<file path="src/rtl/sha_pkg.sv">
// Shared types, constants and round functions of the SHA-256 hashing block.
package sha_pkg;

  localparam int unsigned QueueDepthDef = 16;
  localparam int unsigned Rounds        = 64;
  localparam int unsigned SchedWords    = 16;
  localparam int unsigned DigestWords   = 8;
  localparam int unsigned BlockBytes    = 64;
  localparam int unsigned LenHiWord     = 14;
  localparam logic [7:0]  PadByte       = 8'h80;

  // One 32-bit message word on its way from the front end to the core
  typedef struct packed {
    logic [31:0] data;
    logic        last;
  } sha_word_t;

  // Word push request from the front end into the queue
  typedef struct packed {
    logic      valid;
    sha_word_t word;
  } sha_push_t;

  localparam logic [31:0] InitHash [DigestWords] = '{
    32'h6a09e667, 32'hbb67ae85, 32'h3c6ef372, 32'ha54ff53a,
    32'h510e527f, 32'h9b05688c, 32'h1f83d9ab, 32'h5be0cd19
  };

  localparam logic [31:0] RoundK [Rounds] = '{
    32'h428a2f98, 32'h71374491, 32'hb5c0fbcf, 32'he9b5dba5,
    32'h3956c25b, 32'h59f111f1, 32'h923f82a4, 32'hab1c5ed5,
    32'hd807aa98, 32'h12835b01, 32'h243185be, 32'h550c7dc3,
    32'h72be5d74, 32'h80deb1fe, 32'h9bdc06a7, 32'hc19bf174,
    32'he49b69c1, 32'hefbe4786, 32'h0fc19dc6, 32'h240ca1cc,
    32'h2de92c6f, 32'h4a7484aa, 32'h5cb0a9dc, 32'h76f988da,
    32'h983e5152, 32'ha831c66d, 32'hb00327c8, 32'hbf597fc7,
    32'hc6e00bf3, 32'hd5a79147, 32'h06ca6351, 32'h14292967,
    32'h27b70a85, 32'h2e1b2138, 32'h4d2c6dfc, 32'h53380d13,
    32'h650a7354, 32'h766a0abb, 32'h81c2c92e, 32'h92722c85,
    32'ha2bfe8a1, 32'ha81a664b, 32'hc24b8b70, 32'hc76c51a3,
    32'hd192e819, 32'hd6990624, 32'hf40e3585, 32'h106aa070,
    32'h19a4c116, 32'h1e376c08, 32'h2748774c, 32'h34b0bcb5,
    32'h391c0cb3, 32'h4ed8aa4a, 32'h5b9cca4f, 32'h682e6ff3,
    32'h748f82ee, 32'h78a5636f, 32'h84c87814, 32'h8cc70208,
    32'h90befffa, 32'ha4506ceb, 32'hbef9a3f7, 32'hc67178f2
  };

  // Upper-case sigma 0: rotate right by 2, 13 and 22
  function automatic logic [31:0] big_sig0(input logic [31:0] x);
    return {x[1:0], x[31:2]} ^ {x[12:0], x[31:13]} ^ {x[21:0], x[31:22]};
  endfunction

  // Upper-case sigma 1: rotate right by 6, 11 and 25
  function automatic logic [31:0] big_sig1(input logic [31:0] x);
    return {x[5:0], x[31:6]} ^ {x[10:0], x[31:11]} ^ {x[24:0], x[31:25]};
  endfunction

  // Lower-case sigma 0: rotate right by 7 and 18, shift right by 3
  function automatic logic [31:0] small_sig0(input logic [31:0] x);
    return {x[6:0], x[31:7]} ^ {x[17:0], x[31:18]} ^ {3'b000, x[31:3]};
  endfunction

  // Lower-case sigma 1: rotate right by 17 and 19, shift right by 10
  function automatic logic [31:0] small_sig1(input logic [31:0] x);
    return {x[16:0], x[31:17]} ^ {x[18:0], x[31:19]} ^ {10'b0, x[31:10]};
  endfunction

endpackage

</file>
<file path="src/rtl/sha_if.sv">
// Valid/ready channel interfaces for message bytes and digest words.
interface sha_in_if;
  logic       valid;
  logic       ready;
  logic [7:0] data_byte;
  logic       has_byte;
  logic       end_of_message;

  modport source (output valid, data_byte, has_byte, end_of_message, input ready);
  modport sink   (input valid, data_byte, has_byte, end_of_message, output ready);
endinterface

interface sha_out_if;
  logic        valid;
  logic        ready;
  logic [31:0] digest_word;
  logic [2:0]  word_index;
  logic        last_word;

  modport source (output valid, digest_word, word_index, last_word, input ready);
  modport sink   (input valid, digest_word, word_index, last_word, output ready);
endinterface

</file>
<file path="src/rtl/sha_front.sv">
// Front end: packs message bytes into words, tracks length, generates padding.
module sha_front (
  input  logic               clk_i,
  input  logic               rst_ni,
  sha_in_if.sink             msg_i,
  input  logic               full_i,
  output sha_pkg::sha_push_t push_o
);
  import sha_pkg::*;

  typedef enum logic [2:0] {
    P_IDLE,
    P_FIRST,
    P_ZERO,
    P_LENHI,
    P_LENLO
  } pad_state_e;

  pad_state_e  pst_q, pst_d;
  logic [3:0]  wi_q, wi_d;
  logic [5:0]  cnt_q, cnt_d;
  logic [54:0] blocks_q, blocks_d;
  logic [23:0] acc_q, acc_d;
  logic [63:0] total_bits;
  logic [31:0] first_word;
  logic        accept;

  // Message length in bits: whole blocks, bytes held, times eight
  assign total_bits = {blocks_q, cnt_q, 3'b000};

  // Take bytes only while no padding is pending and the queue has room
  assign msg_i.ready = (pst_q == P_IDLE) && !full_i;
  assign accept      = msg_i.valid && msg_i.ready;

  // Close the partial word with the pad marker
  always_comb begin
    case (cnt_q[1:0])
      2'd0:    first_word = {PadByte, 24'h0};
      2'd1:    first_word = {acc_q[7:0], PadByte, 16'h0};
      2'd2:    first_word = {acc_q[15:0], PadByte, 8'h0};
      default: first_word = {acc_q[23:0], PadByte};
    endcase
  end

  // Absorb bytes, then walk the padding words into the queue
  always_comb begin
    pst_d    = pst_q;
    wi_d     = wi_q;
    cnt_d    = cnt_q;
    blocks_d = blocks_q;
    acc_d    = acc_q;
    push_o   = '0;
    case (pst_q)
      P_IDLE: begin
        if (accept) begin
          if (msg_i.has_byte) begin
            acc_d = {acc_q[15:0], msg_i.data_byte};
            cnt_d = cnt_q + 6'd1;
            if (cnt_q == 6'(BlockBytes - 1)) begin
              blocks_d = blocks_q + 55'd1;
            end
            if (cnt_q[1:0] == 2'd3) begin
              push_o.valid      = 1'b1;
              push_o.word.data  = {acc_q, msg_i.data_byte};
              push_o.word.last  = 1'b0;
            end
          end
          if (msg_i.end_of_message) begin
            pst_d = P_FIRST;
          end
        end
      end
      P_FIRST: begin
        if (!full_i) begin
          push_o.valid     = 1'b1;
          push_o.word.data = first_word;
          if (cnt_q[5:2] == 4'(LenHiWord - 1)) begin
            pst_d = P_LENHI;
          end else begin
            // Zero-fill up to the length, in one more block if it does not fit
            pst_d = P_ZERO;
            wi_d  = cnt_q[5:2] + 4'd1;
          end
        end
      end
      P_ZERO: begin
        if (!full_i) begin
          push_o.valid = 1'b1;
          if (wi_q == 4'(LenHiWord - 1)) begin
            pst_d = P_LENHI;
          end else begin
            wi_d = wi_q + 4'd1;
          end
        end
      end
      P_LENHI: begin
        if (!full_i) begin
          push_o.valid     = 1'b1;
          push_o.word.data = total_bits[63:32];
          pst_d            = P_LENLO;
        end
      end
      P_LENLO: begin
        if (!full_i) begin
          push_o.valid     = 1'b1;
          push_o.word.data = total_bits[31:0];
          push_o.word.last = 1'b1;
          cnt_d            = '0;
          blocks_d         = '0;
          pst_d            = P_IDLE;
        end
      end
      default: pst_d = P_IDLE;
    endcase
  end

  // Hold pad state, byte count, block count and partial word
  always_ff @(posedge clk_i or negedge rst_ni) begin
    if (!rst_ni) begin
      pst_q    <= P_IDLE;
      wi_q     <= '0;
      cnt_q    <= '0;
      blocks_q <= '0;
      acc_q    <= '0;
    end else begin
      pst_q    <= pst_d;
      wi_q     <= wi_d;
      cnt_q    <= cnt_d;
      blocks_q <= blocks_d;
      acc_q    <= acc_d;
    end
  end

endmodule

</file>
<file path="src/rtl/sha_fifo.sv">
// Word queue that decouples the front end from the compression core.
module sha_fifo #(
  parameter int unsigned Depth = sha_pkg::QueueDepthDef
) (
  input  logic               clk_i,
  input  logic               rst_ni,
  input  sha_pkg::sha_push_t push_i,
  output logic               full_o,
  input  logic               pop_i,
  output sha_pkg::sha_word_t head_o,
  output logic               valid_o
);
  import sha_pkg::*;

  localparam int unsigned PtrW = $clog2(Depth);
  localparam int unsigned CntW = $clog2(Depth + 1);

  sha_word_t       mem_q [Depth];
  logic [PtrW-1:0] wr_ptr_q, rd_ptr_q;
  logic [CntW-1:0] cnt_q;
  logic            do_push, do_pop;

  assign full_o  = (cnt_q == CntW'(Depth));
  assign valid_o = (cnt_q != '0);
  assign head_o  = mem_q[rd_ptr_q];
  assign do_push = push_i.valid && !full_o;
  assign do_pop  = pop_i && valid_o;

  // Advance pointers and occupancy
  always_ff @(posedge clk_i or negedge rst_ni) begin
    if (!rst_ni) begin
      wr_ptr_q <= '0;
      rd_ptr_q <= '0;
      cnt_q    <= '0;
    end else begin
      if (do_push) begin
        wr_ptr_q <= (wr_ptr_q == PtrW'(Depth - 1)) ? '0 : wr_ptr_q + PtrW'(1);
      end
      if (do_pop) begin
        rd_ptr_q <= (rd_ptr_q == PtrW'(Depth - 1)) ? '0 : rd_ptr_q + PtrW'(1);
      end
      if (do_push && !do_pop) begin
        cnt_q <= cnt_q + CntW'(1);
      end else if (!do_push && do_pop) begin
        cnt_q <= cnt_q - CntW'(1);
      end
    end
  end

  // Store pushed words
  always_ff @(posedge clk_i) begin
    if (do_push) begin
      mem_q[wr_ptr_q] <= push_i.word;
    end
  end

endmodule

</file>
<file path="src/rtl/sha_core.sv">
// Compression core: one SHA-256 round per cycle unless stalled on the queue, hash update, digest output.
module sha_core (
  input  logic               clk_i,
  input  logic               rst_ni,
  input  sha_pkg::sha_word_t head_i,
  input  logic               head_valid_i,
  output logic               pop_o,
  sha_out_if.source          dig_o
);
  import sha_pkg::*;

  typedef enum logic [1:0] {
    C_ROUND,
    C_FINAL,
    C_DIGEST
  } core_state_e;

  core_state_e state_q, state_d;
  logic [5:0]  r_q, r_d;
  logic [2:0]  idx_q, idx_d;
  logic        last_q, last_d;
  logic [31:0] h_q [DigestWords];
  logic [31:0] h_d [DigestWords];
  logic [31:0] v_q [DigestWords];
  logic [31:0] v_d [DigestWords];
  logic [31:0] w_q [SchedWords];
  logic [31:0] w_d [SchedWords];
  logic        out_valid_q, out_valid_d;
  logic [31:0] out_word_q, out_word_d;
  logic [2:0]  out_idx_q, out_idx_d;
  logic        out_last_q, out_last_d;
  logic        sched_early;
  logic [31:0] wt, sched_new, t1, t2, ch, maj;

  // Round word: from the queue for the first sixteen rounds, then expanded
  assign sched_early = (r_q < 6'(SchedWords));
  assign sched_new   = small_sig1(w_q[SchedWords-2]) + w_q[SchedWords-7]
                     + small_sig0(w_q[1]) + w_q[0];
  assign wt          = sched_early ? head_i.data : sched_new;

  // Round function
  assign ch  = (v_q[4] & v_q[5]) ^ (~v_q[4] & v_q[6]);
  assign maj = (v_q[0] & v_q[1]) ^ (v_q[0] & v_q[2]) ^ (v_q[1] & v_q[2]);
  assign t1  = v_q[7] + big_sig1(v_q[4]) + ch + RoundK[r_q] + wt;
  assign t2  = big_sig0(v_q[0]) + maj;

  assign dig_o.valid       = out_valid_q;
  assign dig_o.digest_word = out_word_q;
  assign dig_o.word_index  = out_idx_q;
  assign dig_o.last_word   = out_last_q;

  always_comb begin
    state_d     = state_q;
    r_d         = r_q;
    idx_d       = idx_q;
    last_d      = last_q;
    h_d         = h_q;
    v_d         = v_q;
    w_d         = w_q;
    pop_o       = 1'b0;
    out_valid_d = out_valid_q && !dig_o.ready;
    out_word_d  = out_word_q;
    out_idx_d   = out_idx_q;
    out_last_d  = out_last_q;
    case (state_q)
      C_ROUND: begin
        // Stall early rounds until the next message word is queued
        if (!sched_early || head_valid_i) begin
          pop_o = sched_early;
          v_d[7] = v_q[6];
          v_d[6] = v_q[5];
          v_d[5] = v_q[4];
          v_d[4] = v_q[3] + t1;
          v_d[3] = v_q[2];
          v_d[2] = v_q[1];
          v_d[1] = v_q[0];
          v_d[0] = t1 + t2;
          for (int i = 0; i < SchedWords - 1; i++) begin
            w_d[i] = w_q[i+1];
          end
          w_d[SchedWords-1] = wt;
          if (r_q == 6'(SchedWords - 1)) begin
            last_d = head_i.last;
          end
          r_d = r_q + 6'd1;
          if (r_q == 6'(Rounds - 1)) begin
            state_d = C_FINAL;
          end
        end
      end
      C_FINAL: begin
        // Fold the working variables into the hash
        for (int i = 0; i < DigestWords; i++) begin
          h_d[i] = h_q[i] + v_q[i];
          v_d[i] = h_q[i] + v_q[i];
        end
        idx_d   = '0;
        state_d = last_q ? C_DIGEST : C_ROUND;
      end
      C_DIGEST: begin
        // Hand out one digest word whenever the output register frees up
        if (!out_valid_q || dig_o.ready) begin
          out_valid_d = 1'b1;
          out_word_d  = h_q[idx_q];
          out_idx_d   = idx_q;
          out_last_d  = (idx_q == 3'(DigestWords - 1));
          idx_d       = idx_q + 3'd1;
          if (idx_q == 3'(DigestWords - 1)) begin
            h_d     = InitHash;
            v_d     = InitHash;
            state_d = C_ROUND;
          end
        end
      end
      default: state_d = C_ROUND;
    endcase
  end

  // Hold state, hash, working variables and the output register
  always_ff @(posedge clk_i or negedge rst_ni) begin
    if (!rst_ni) begin
      state_q     <= C_ROUND;
      r_q         <= '0;
      idx_q       <= '0;
      last_q      <= 1'b0;
      h_q         <= InitHash;
      v_q         <= InitHash;
      out_valid_q <= 1'b0;
      out_word_q  <= '0;
      out_idx_q   <= '0;
      out_last_q  <= 1'b0;
    end else begin
      state_q     <= state_d;
      r_q         <= r_d;
      idx_q       <= idx_d;
      last_q      <= last_d;
      h_q         <= h_d;
      v_q         <= v_d;
      out_valid_q <= out_valid_d;
      out_word_q  <= out_word_d;
      out_idx_q   <= out_idx_d;
      out_last_q  <= out_last_d;
    end
  end

  // Shift the message schedule window
  always_ff @(posedge clk_i) begin
    w_q <= w_d;
  end

endmodule

</file>
<file path="src/rtl/sha256_stream_hasher.sv">
// Throughput: one message byte per cycle while no padding is pending and the word queue
// has room; one round unit does each 64-byte block in 64 rounds and one hash update.
// The front end queues 3 to 18 padding words after the end item, one per cycle while the
// queue has room; the digest follows as eight words, back to back while dig_o is ready.
// Reset: clears hash to its initial values, counters, queue and output register at once;
// no clearing pass, the block takes items right after reset.
module sha256_stream_hasher #(
  parameter int unsigned QueueDepth = sha_pkg::QueueDepthDef
) (
  input  logic       clk_i,
  input  logic       rst_ni,
  sha_in_if.sink     msg_i,
  sha_out_if.source  dig_o
);
  import sha_pkg::*;

  sha_push_t push;
  sha_word_t head;
  logic      full, head_valid, pop;

  sha_front u_front (
    .clk_i  (clk_i),
    .rst_ni (rst_ni),
    .msg_i  (msg_i),
    .full_i (full),
    .push_o (push)
  );

  sha_fifo #(
    .Depth (QueueDepth)
  ) u_fifo (
    .clk_i   (clk_i),
    .rst_ni  (rst_ni),
    .push_i  (push),
    .full_o  (full),
    .pop_i   (pop),
    .head_o  (head),
    .valid_o (head_valid)
  );

  sha_core u_core (
    .clk_i        (clk_i),
    .rst_ni       (rst_ni),
    .head_i       (head),
    .head_valid_i (head_valid),
    .pop_o        (pop),
    .dig_o        (dig_o)
  );

endmodule

</file>
<file path="src/flat_wrapper.sv">
// flat-port wrapper written by rule: the top's interface ports become plain ports
module sha256_stream_hasher_flat import sha_pkg::*;
#(
  parameter int unsigned QueueDepth = sha_pkg::QueueDepthDef
)
  (clk_i, rst_ni, msg_i_valid, msg_i_data_byte, msg_i_has_byte, msg_i_end_of_message, msg_i_ready, dig_o_valid, dig_o_digest_word, dig_o_word_index, dig_o_last_word, dig_o_ready);
  sha_in_if msg_i_i ();
  sha_out_if dig_o_i ();
  input  logic clk_i;
  input  logic rst_ni;
  input wire logic [$bits(msg_i_i.valid)-1:0] msg_i_valid;
  input wire logic [$bits(msg_i_i.data_byte)-1:0] msg_i_data_byte;
  input wire logic [$bits(msg_i_i.has_byte)-1:0] msg_i_has_byte;
  input wire logic [$bits(msg_i_i.end_of_message)-1:0] msg_i_end_of_message;
  output wire logic [$bits(msg_i_i.ready)-1:0] msg_i_ready;
  output wire logic [$bits(dig_o_i.valid)-1:0] dig_o_valid;
  output wire logic [$bits(dig_o_i.digest_word)-1:0] dig_o_digest_word;
  output wire logic [$bits(dig_o_i.word_index)-1:0] dig_o_word_index;
  output wire logic [$bits(dig_o_i.last_word)-1:0] dig_o_last_word;
  input wire logic [$bits(dig_o_i.ready)-1:0] dig_o_ready;
  assign msg_i_i.valid = msg_i_valid;
  assign msg_i_i.data_byte = msg_i_data_byte;
  assign msg_i_i.has_byte = msg_i_has_byte;
  assign msg_i_i.end_of_message = msg_i_end_of_message;
  assign msg_i_ready = msg_i_i.ready;
  assign dig_o_valid = dig_o_i.valid;
  assign dig_o_digest_word = dig_o_i.digest_word;
  assign dig_o_word_index = dig_o_i.word_index;
  assign dig_o_last_word = dig_o_i.last_word;
  assign dig_o_i.ready = dig_o_ready;
  sha256_stream_hasher #(.QueueDepth(QueueDepth)) u_core (.clk_i(clk_i), .rst_ni(rst_ni), .msg_i(msg_i_i), .dig_o(dig_o_i));
endmodule
</file>
<file path="config.mk">
export PLATFORM = sky130hd
export DESIGN_NAME = sha256_stream_hasher_flat
export DESIGN_NICKNAME = d
export VERILOG_FILES = /design/src/rtl/sha_pkg.sv /design/src/rtl/sha_if.sv /design/src/rtl/sha_front.sv /design/src/rtl/sha_fifo.sv /design/src/rtl/sha_core.sv /design/src/rtl/sha256_stream_hasher.sv /design/src/flat_wrapper.sv
export SDC_FILE = /design/constraint.sdc
export NUM_CORES = 2
export LEC_CHECK = 0
export ABC_AREA = 1
export BUFFER_PORTS_ARGS = -buffer_cell sky130_fd_sc_hd__buf_4
export CAP_MARGIN = 10
export CORE_ASPECT_RATIO = 0.7
export CORE_MARGIN = 3
export CORE_UTILIZATION = 45
export CTS_CLUSTER_SIZE = 24
export DETAILED_ROUTE_END_ITERATION = 8
export PLACE_DENSITY = 0.65
export SYNTH_ARGS = -nofsm -noshare
export SYNTH_HDL_FRONTEND = slang
export SYNTH_SLANG_ARGS = --single-unit
</file>
<file path="constraint.sdc">
create_clock -name clk_i -period 35.8 [get_ports clk_i]
set_clock_uncertainty 0.15 [all_clocks]
set_input_delay 10.74 -clock clk_i [delete_from_list [all_inputs] [get_ports clk_i]]
set_output_delay 10.74 -clock clk_i [all_outputs]
set_load 0.01 [all_outputs]
</file>
**Word-level counts from Yosys, hierarchy flattened**

Memory sizes are Yosys's and may differ from the RTL's.
Index checks and enable logic that the tools add are counted.

- Memories kept: 2
- Word-level logic and storage cells: 232
- Output and inout bits: 38
- Bits in writable memories: 528
- ROM bits: 2048
- Bits of input ports: 14
- Bits in registers: 1178

- Bitwise gates (word level): 19
- Reductions and logical operators: 36
- $lt $le $gt $ge: 3
- Add/sub/neg operators: 28
- Mux-type cells: 63
- Eq/ne operators: 33

Memory list:

| name | words | width | rd ports | clocked after memory_dff | write ports | line | source |
|---|---|---|---|---|---|---|---|
| (no name shown) | 64 | 32 | 1 | 0 | 0 | sha_core.sv:44 | `assign t1 = v_q[7] + big_sig1(v_q[4]) + ch + RoundK[r_q] + wt;` |
| u_core.u_fifo.mem_q | 16 | 33 | 1 | 0 | 1 | sha_fifo.sv:18 | `sha_word_t mem_q [Depth];` |

Operators by type and width:

| operator | number |
|---|---|
| 256-bit two-way mux | 3 |
| 256-bit one-hot mux with 3 select lines | 1 |
| 32-bit adder | 18 |
| 256-bit one-hot mux with 2 select lines | 1 |
| 32-bit XOR | 9 |
| 55-bit two-way mux | 4 |
| 32-bit bitwise AND | 5 |
| 32-bit two-way mux | 5 |
| 34-bit two-way mux | 4 |
| 32-bit one-hot mux with 4 select lines | 1 |
| 55-bit one-hot mux with 2 select lines | 1 |
| 32-bit binary-select mux with 3-bit select | 1 |
| 32-bit one-hot mux with 3 select lines | 1 |
| 33-bit two-way mux | 2 |
| 55-bit by 1-bit adder with 55-bit output (second input constant) | 1 |
| 32-bit NOT | 1 |
| 32-bit by 22-bit XOR with 32-bit output | 1 |
| 32-bit by 29-bit XOR with 32-bit output | 1 |
| 2-bit != test (second input constant) | 14 |
| 3-bit two-way mux | 8 |
| 4-bit two-way mux | 6 |
| 6-bit two-way mux | 3 |
| 4-bit by 1-bit adder with 4-bit output (second input constant) | 4 |
| 4-bit equality test (second input constant) | 4 |
| other kinds (41) | 83 |

**Longest topological paths before layout**

- Depth after elaboration: 11
- Depth in mapped cells: 51
- Mapped depth without buffers: 51

**Modules after synthesis**

A second synthesis with hierarchy kept.

- Cell total of the unflattened synthesis: 11896
- Area, all modules: 102741.0 µm²

Modules (own cells, without submodules):

| module | times used | seq. area each (µm²) | cells each | area an instance (µm²) |
|---|---|---|---|---|
| sha_core | 1 | 29753.5 | 8556 | 72572.1 |
| sha_fifo | 1 | 16180.5 | 2381 | 23917.9 |
| sha_front | 1 | 2302.2 | 959 | 6251.0 |

**Least setup slack after synthesis**

Ideal clock, no wire load.

- Path kind: reg-to-reg
- From: reg u_core.u_core.state_q[0]
- To: reg u_core.u_core.r_q[5]
- Slack: 6.952 ns
- Library setup time: 0.160 ns
- Arrival time: 28.538 ns
- Stages on the path, launching flop included: 8
- Required time: 35.490 ns
- Clock period less this slack: 28.848 ns
- Buffers on the path: 0
- Cells stage by stage: dfrtp_1 inv_1 ha_1 inv_1 a21oi_1 nand3_1 nor2_1 xor2_1

- Cells in the longest elaborated chain, start to end: 2

RTL lines:

| item | line | source |
|---|---|---|
| from (decl) | sha_core.sv:18 | `core_state_e state_q, state_d;` |
| from (signal assigned) | sha_core.sv:133 | `state_q <= state_d;` |
| 2-bit logical NOT | sha_core.sv:65 | `case (state_q)` |
| 2-bit AND reduction (no line) | -- |  |
| to (signal assigned) | sha_core.sv:134 | `r_q <= r_d;` |
| to (decl) | sha_core.sv:19 | `logic [5:0] r_q, r_d;` |

No other way between the ends.
A chain may end at the register's enable or synchronous reset.

==> metrics.md <==
| Metric | Value |
|---|---|
| Synthesized flop and latch total | `1706` |
| Final hold slack | `0.259 ns` |
| CTS root buf | `clkbuf_16` |
| Crit path max fanout | `~150` |
| Max Buffers Root-to-Sink | `4` |
| Top area cells in the synthesized netlist | `edfxtp_1 32%, dfrtp_1 10%, dfstp_2 7.2%` |
| Hold Buf Count CTS | `0` |
| # DRC | `0` |
| Setup TNS | `0 ns` |
| Final WL | `391 mm` |
| Maxcap violations | `0` |
| Global-route wire length before repair | `approximately 560 mm` |
| Unique cell type count in the Yosys netlist | `66` |
| CTS Buf Count | `between 150 and 200` |
| Routed len/inst | `28.3 um` |
| Status | `completed` |
| Vias per cell | `slightly above 6` |
| Number of global-route vias before repair | `76.8k` |
| Non-Filler Instances | `13.8k` |
| GRT overflow | `0` |
| Post-CTS resize count | `0` |
| Final Critical Period | `14.53 ns` |
| Synth Flop Type | `edfxtp_1` |
| Reg2Reg Depth | `42` |
| Die width | `567 um` |
| CP Launch Type | `primary input` |
| Arr. time, crit path | `15.16 ns` |
| Vias | `84.0k` |
| Syn Area/Cell | `9.11 um^2` |
| Post-synth top area share | `31.6%` |
| Total GRT Usage | `33.8%` |
| Slew HR | `4.16%` |
| Max Fclk | `68.8 MHz` |
| Number of synthesized flops with an enable pin | `roughly 1.0k` |
| CP required | `36.43 ns` |
| Most common cell in the netlist | `nand2_1` |
| Worst Hold End | `u_core.u_core.w_q[35]$_DFFE_PP_` |
| Area growth from synthesis to layout | `9.59%` |
| Slew Viols, Final | `0` |
| Insertion delay to the later sink of the worst-skew pair | `about 0.85 ns` |
| Start point of the worst hold path | `u_core.u_core.w_q[3]$_DFFE_PP_` |
| Hold Crit Class | `reg2reg` |
| Setup crit end kind | `asynchronous set/reset pin` |
| Min-Delay Path Depth | `0` |
| 1st-pass router iterations | `8` |
| Mapped Area | `99000 um^2` |
| DP Wirelength | `289 mm` |
| Setup Viol. Count Final | `0` |
| Cells after synthesis | `10.9k` |
| Die Area | `226000 um^2` |
| Port bufs | `51` |
| Asr flop ratio synth | `slightly below 40%` |
| Final Cycle Share | `just over 40%` |
| # placed instances | `13.5k` |
| Core area | `218000 um^2` |
| Chip Height | `approximately 400 um` |
| CTS tree | `yes` |
| Launch point of the worst reg-to-reg path | `u_core.u_core.w_q[50]$_DFFE_PP_` |
| Final net count | `11.4k` |
| IO Count | `52` |
| Cell taking the most area after synthesis | `edfxtp_1` |
| Final Hold Viols | `0` |
| H-Tree Level Count | `4` |
| Syn Nets | `11.5k` |
| R2r setup slk | `~23 ns` |
| Setup CP Type | `in2async` |
| Clk sink count | `between 1.5k and 2k` |
| Placer Congestion | `1.04` |
| # rows | `143` |
| Antenna violations before repair | `25` |
| FF-to-FF End | `u_core.u_core.v_q[254]$_DFFE_PN1P_` |
| Proportion of layout cells with a drive suffix above 1 | `8.23%` |
| Seq/Total Area, Yosys | `48.7%` |
| Post-CTS Setup Inserts | `0` |
| Clock transition at the registers of the reported paths | `0.07 ns` |
| Pin count of the biggest net entering global routing | `approximately 200` |
| Ys Warns | `0` |
| CP startpoint | `rst_ni` |
| Final ANT Viol Nets | `0` |
| DR iter-0 viols | `12.2k` |
| Initial Utilization | `45.4%` |
| Slew @ Worst Pin | `1.44 ns` |
| Most frequent cells after synthesis | `1836 x nand2_1, 1376 x inv_1, 1207 x o21ai_0, 1040 x edfxtp_1, 791 x a21oi_1` |
| Core Util, Final | `between 40 and 50%` |
| RSZ-0062 raised after global routing | `no` |
cell usage in the layout (no fill, tap or decap), types with 72 or more instances in the layout:
cell type	Yosys	routed
o21bai_1	72	72
inv_1	1376	1370
nand2_1	1836	1834
xor2_1	279	279
o22ai_1	141	141
ha_1	419	417
dfrtp_1	394	388
xnor2_1	181	181
nor2_1	768	746
clkbuf_16	0	182
buf_4	0	191
a22oi_1	115	115
a21oi_1	791	790
dfstp_2	272	272
fa_1	197	197
or2_2	81	81
nor3_1	126	126
nand3_1	456	456
o21ai_0	1207	1204
o221ai_1	84	84
edfxtp_1	1040	1040
stage by stage:
stage	cell area (um^2)	setup WS, ns
4_1_cts	108000	21.08
6_report	108000	21.27
2_1_floorplan	99000	6.95
3_5_place_dp	103000	20.21
3_3_place_gp	103000	20.31
5_1_grt	108000	20.71
sequential cells by signal (all words and copies together) (netlist names), 3 cells and up:
signal and cells:
u_core.u_core.dig_o.word_index 3, u_core.u_core.idx_q 3, u_core.u_front.acc_q 24, u_core.u_fifo.mem_q 528, u_core.u_front.cnt_q 6, u_core.u_front.wi_q 4
u_core.u_core.dig_o.digest_word 32, u_core.u_core.h_q 256, u_core.u_fifo.wr_ptr_q 4, u_core.u_core.v_q 256, u_core.u_fifo.rd_ptr_q 4, u_core.u_core.w_q 512
u_core.u_front.blocks_q 55, u_core.u_core.r_q 6, u_core.u_front.pst_q 3, u_core.u_fifo.cnt_q 5
routing by layer:
metal	GRT usage, %	vias to the layer above	share of wire [%]
met3	12.9	543	15
met5	0	-	0.046
li1	-	37000	-
met2	41.9	5019	36
met4	7.34	20	2.3
met1	53.8	41400	47
critical path: stages:
cell and delay, ns:
buf_8 0.46, buf_12 0.67, buf_4 0.79, buf_4 0.66
buf_4 0.78, buf_4 0.76
worst max-delay path by stage:
stage,depth (start not counted),endpoint
2_1_floorplan,7,u_core.u_core.r_q[5]$_DFFE_PN0P_
3_3_place_gp,6,u_core.u_core.r_q[2]$_DFFE_PN0P_
3_5_place_dp,6,u_core.u_core.r_q[2]$_DFFE_PN0P_
4_1_cts,6,u_core.u_core.r_q[2]$_DFFE_PN0P_
5_1_grt,6,u_core.u_core.r_q[2]$_DFFE_PN0P_
6_report,6,u_core.u_core.r_q[2]$_DFFE_PN0P_
final cells by class:
cell class	count	area [um^2]
Tap cell	2900	3630
Clock buffer	235	4890
Multi-Input combinational cell	7312	44000
Fill cell	20300	109000
Timing Repair Buffer	198	1540
Sequential cell	1706	48300
Clock inverter	84	868
Inverter	1397	5270
Antenna cell	7	17.5
logic make-up after synthesis:
group / Yosys count / share of synthesized area [%]
multiplexers: 9 / 0.0974
AO/OA/AOI/OAI: 2816 / 16.4
adder cells (fa/ha/maj): 616 / 9.28
XOR/XNOR: 460 / 4.07
AND/OR/NAND/NOR: 3411 / 14.4
flip-flops: 1706 / 48.7
buffers and inverters: 1842 / 7.04
Power is left out: the tool's default activity adds up to more than one toggle a clock period on the data nets, which glitch-free logic cannot reach.
